$ cat src/rtl/tsp_ram.sv
// Generic RAM with one write port and two registered read ports
`default_nettype none
module tsp_ram #(
  parameter int WIDTH = 8,
  parameter int DEPTH = 64
) (
  input  wire logic                     clk,
  input  wire logic                     we,
  input  wire logic [$clog2(DEPTH)-1:0] waddr,
  input  wire logic [WIDTH-1:0]         wdata,
  input  wire logic [$clog2(DEPTH)-1:0] raddr_a,
  output logic      [WIDTH-1:0]         rdata_a,
  input  wire logic [$clog2(DEPTH)-1:0] raddr_b,
  output logic      [WIDTH-1:0]         rdata_b
);
  logic [WIDTH-1:0] mem [DEPTH];

  always_ff @(posedge clk) begin
    if (we) begin
      mem[waddr] <= wdata;
    end
    rdata_a <= mem[raddr_a];
    rdata_b <= mem[raddr_b];
  end
endmodule
`default_nettype wire

$ cat config.mk
export PLATFORM = sky130hd
export DESIGN_NAME = tsp_ram
export DESIGN_NICKNAME = d
export VERILOG_FILES = /design/src/rtl/tsp_ram.sv
export SDC_FILE = /design/constraint.sdc
export NUM_CORES = 1
export LEC_CHECK = 0
export BUFFER_PORTS_ARGS = -buffer_cell sky130_fd_sc_hd__buf_2
export CORE_ASPECT_RATIO = 1.25
export CORE_MARGIN = 2
export CORE_UTILIZATION = 57
export DETAILED_ROUTE_END_ITERATION = 12
export GPL_ROUTABILITY_DRIVEN = 0
export GPL_TIMING_DRIVEN = 0
export PLACE_DENSITY = 0.76
export REMOVE_ABC_BUFFERS = 1
export SLEW_MARGIN = 20
export SYNTH_ARGS = -nofsm -noshare
export SYNTH_HDL_FRONTEND = slang
export SYNTH_SLANG_ARGS = --single-unit
$ cat constraint.sdc
create_clock -name clk -period 1.75 [get_ports clk]
set_input_delay 0 -clock clk [delete_from_list [all_inputs] [get_ports clk]]
set_output_delay 0 -clock clk [all_outputs]
set_load 0.05 [all_outputs]
==> results by group <==
Critical path
  • Worst r2r dst: rdata_a[7]$_DFF_P_
  • FF-to-FF path depth: 5
  • CP max-delay cell: mux4_2
  • Crit. End Element: register
  • R2r setup slk: -0.33 ns
  • Cell Chain, Critical Path: mux4_2 > mux4_2 > nor2_2 > a2111oi_1 > a311o_1
  • Largest stage delay, worst path: 0.52 ns
  • Reg2reg start: mem[2][7]$_DFFE_PP_
  • CP max FO: 2
  • CP arrival: 2.52 ns
  • Top Family by Delay on Critical Path: multiplexers
  • WP buf/inv: 0
  • Worst Path Required: 2.19 ns
  • Crit start category: register
  • CP Class: register to register
  • Most frequent CP cell: mux4_2

Global route
  • Number of global-route vias before repair: 13496
  • Initial antenna violation count: 1
  • Largest net degree at the start of global routing: 74
  • First-pass GRT wire length: 90300 µm
  • Total congestion overflow: 0
  • Total track usage: 28.3%

CTS
  • Clk slew on worst S/H paths: 0.06 ns
  • Root Buffer: clkbuf_16
  • TritonCTS buffer count: 48
  • Clock Tree Buf Depth: 3
  • CTS tree: done
  • Worst skew pair latency: 0.58 ns
  • Clock sinks: 528
  • H-tree depth: 2

Synth
  • Synth Area in Compound Gates: 2.81%
  • Synthesized area: 24300 µm²
  • Synth Register Bits: 528
  • Number of synthesized flops with an enable pin: 512
  • Mux cell area share after synthesis: 27.9%
  • Simple-gate area share of the yosys netlist: 2.69%
  • Synth cell types: 38
  • Synth Instances: 1211
  • Ys async rst share: 0%
  • Mean Syn Cell Area: 20.0 µm²
  • Register area share after synthesis: 64.7%
  • XOR/XNOR Fraction of Synth Area: 0%
  • YS warnings: 0
  • Main synth FF type: edfxtp_1
  • Adder-cell share of the synthesized area: 0%
  • Synth top area share: 63.3%
  • Post-synth top area cell: edfxtp_1
  • Main combinational cell family by area after synthesis: multiplexers
  • Synth top area cells: edfxtp_1 63%, mux4_2 25%, mux2i_1 2.7%

Floorplan
  • Row cnt: 84
  • DIE HEIGHT: 235 µm
  • I/O pin count: 44
  • Total die area: 44300 µm²
  • Die span in x: 189 µm
  • Core area: 42000 µm²
  • Initial Util: 57.7%

Drt
  • Vias after detailed routing: 13141
  • Drt wl/cell: 33.4 µm
  • Routed WL: 61100 µm
  • Routed Antenna Nets: 0
  • Vias/cell: 7.19
  • Drt pass-1 iters: 6
  • DRC: 0
  • Initial DRC count: 1806

Min path
  • Hold_sp: wdata[5]
  • Hold Crit Depth: 1
  • Worst Hold Class: input pin to register
  • WHS Endpoint: mem[26][5]$_DFFE_PP_

Pwr
  • Sequential power share: 51.9%
  • Clock power share: 38.9%
  • Pleak: 8.44 nW
  • Int Pwr: 20.9 mW
  • Switching power: 6.09 mW
  • IR drop worst, VDD: 0.771 mV
  • Combinational Power Share: 9.2%
  • Sw frac: 22.5%
  • PD cells: 1000 nW/µm²

Cells and area
  • Ratio of cells with drive above 1 in the final layout: 35.1%
  • Synthesis-to-finish area growth: 11.2%
  • Number of inserted diodes: 0
  • Final nets: 1261

Outcome
  • Violated checks: negative hold slack, negative setup slack
  • Status: complete, but fails checks

STA
  • Fmax: 481 MHz
  • Final setup vio count: 12
  • Slew headroom: 22.9%
  • Min Hold Slack: -0.0264 ns
  • Final Hold Viols: 29
  • RSZ-0062 raised after global routing: yes
  • Worst-margin pin slew: 1.15 ns
  • TNS Setup: -2.14 ns
  • Final period utilization: 119%
  • Slew Limit Fails: 0
  • Setup WS post-layout: -0.330 ns
  • Min Tclk post-route: 2.08 ns
  • Setup Skew: 0.0182 ns

Placement
  • Post-detail-place hpwl: 37600 µm
  • Port bufs: 43

Run
  • Maxcap violations: 0
==> power groups by stage <==
stage	Clock (mW)	Sequential [mW]	Combinational, mW
2_1_floorplan	0	14.5	1.02
3_3_place_gp	0	14.3	2.38
3_5_place_dp	0	14.3	2.32
4_1_cts	10.6	14.0	2.42
5_1_grt	11.0	14.0	2.59
6_report	10.5	14.0	2.48
==> flip-flops by register name (all words and copies together) (netlist names) <==
| signal | flops |
|---|---|
| mem | 512 |
| rdata_a | 8 |
| rdata_b | 8 |
==> cell usage after synthesis, types with 3 or more instances <==
master,instances
a221oi_1,7
o221ai_1,5
a21oi_1,10
edfxtp_1,512
and2_1,3
mux2i_1,66
o211ai_1,3
buf_4,12
clkbuf_1,34
o31a_1,5
dfxtp_1,16
buf_2,31
a221o_1,5
nand2_1,28
buf_6,5
nor2b_1,8
nand3_1,20
o22ai_1,20
nand4_1,3
buf_1,11
nor2_1,75
mux4_2,270
nand2b_1,6
a22oi_1,14
o21ai_0,17
o21ai_1,7
==> per-stage QoR <==
| stage | utilization [%] | setup WS [ns] | total power [mW] | cell area [µm²] | cells |
|---|---|---|---|---|---|
| after global routing | 64.2 | -0.350 | 27.7 | 27000 | 1828 |
| after detailed placement | 59.5 | -0.899 | 16.6 | 25000 | 1730 |
| after CTS | 63.8 | -0.316 | 27.0 | 26800 | 1825 |
| after global placement | 58.8 | -3.62 | 16.7 | 24700 | 1720 |
| final | 64.2 | -0.330 | 27.0 | 27000 | 1828 |
| after floorplan | - | -0.0412 | 15.5 | 23800 | 1118 |
==> per-layer routing <==
metal  part of all wire [%]  track usage [%]  vias up
met3                     10             5.47      130
li1                       -                -     5268
met4                    4.3             10.9        2
met1                     35             38.3     6925
met5                  0.021                0        -
met2                     50             46.3      816
==> cell type report <==
| class | count | area, µm² |
|---|---|---|
| clock buffer | 52 | 1240 |
| clock inverter | 34 | 314 |
| fill | 2775 | 15100 |
| inverter | 3 | 11.3 |
| multi-input combinational | 587 | 8390 |
| sequential | 528 | 15700 |
| tap | 559 | 699 |
| timing repair buffer | 65 | 646 |
==> layout by cell type, fill, tap and decap left out, drive strengths merged, types with 2 or more instances in the layout <==
| master | count |
|---|---|
| a21oi | 10 |
| a221o | 5 |
| nand2b | 6 |
| o22ai | 20 |
| dfxtp | 16 |
| a2111oi | 2 |
| nand4 | 3 |
| and2 | 3 |
| o211ai | 3 |
| inv | 3 |
| mux4 | 270 |
| mux2 | 2 |
| a221oi | 7 |
| clkinv | 27 |
| nand2 | 28 |
| bufinv | 6 |
| clkbuf | 52 |
| a22oi | 14 |
| edfxtp | 512 |
| nor2b | 8 |
| nor2 | 75 |
| mux2i | 66 |
| o221ai | 5 |
| o31a | 5 |
| dlygate4sd3 | 8 |
| buf | 57 |
| nand3 | 20 |
| o21ai | 24 |
| a211oi | 2 |
| nand3b | 2 |
| nor3 | 2 |
==> how the worst max path moves through the flow <==
stage | start | end | slack, ns | cells past startpoint
6_report | mem[2][7]$_DFFE_PP_ | rdata_a[7]$_DFF_P_ | -0.33 | 5
5_1_grt | mem[7][7]$_DFFE_PP_ | rdata_a[7]$_DFF_P_ | -0.35 | 5
4_1_cts | mem[3][7]$_DFFE_PP_ | rdata_a[7]$_DFF_P_ | -0.32 | 5
3_5_place_dp | raddr_a[1] | rdata_a[2]$_DFF_P_ | -0.90 | 6
3_3_place_gp | raddr_a[0] | rdata_a[2]$_DFF_P_ | -3.62 | 5
2_1_floorplan | mem[15][7]$_DFFE_PP_ | rdata_a[7]$_DFF_P_ | -0.04 | 5
==> cells by family after synthesis <==
kind of cell,count (synthesis)
compound gates,100
buf+inv,96
flops,528
mux,338
simple gates,149
==> timing repair <==
item	4_1_cts	5_1_grt
hold buffers	6	2
setup buffers	3	0
resized for setup	37	18
endpoints found under the hold margin	17	26
pin swaps	6	6
endpoints found under the setup margin	15	24
gates cloned	0	0
No activity file was read; power rests on OpenSTA's default activity.
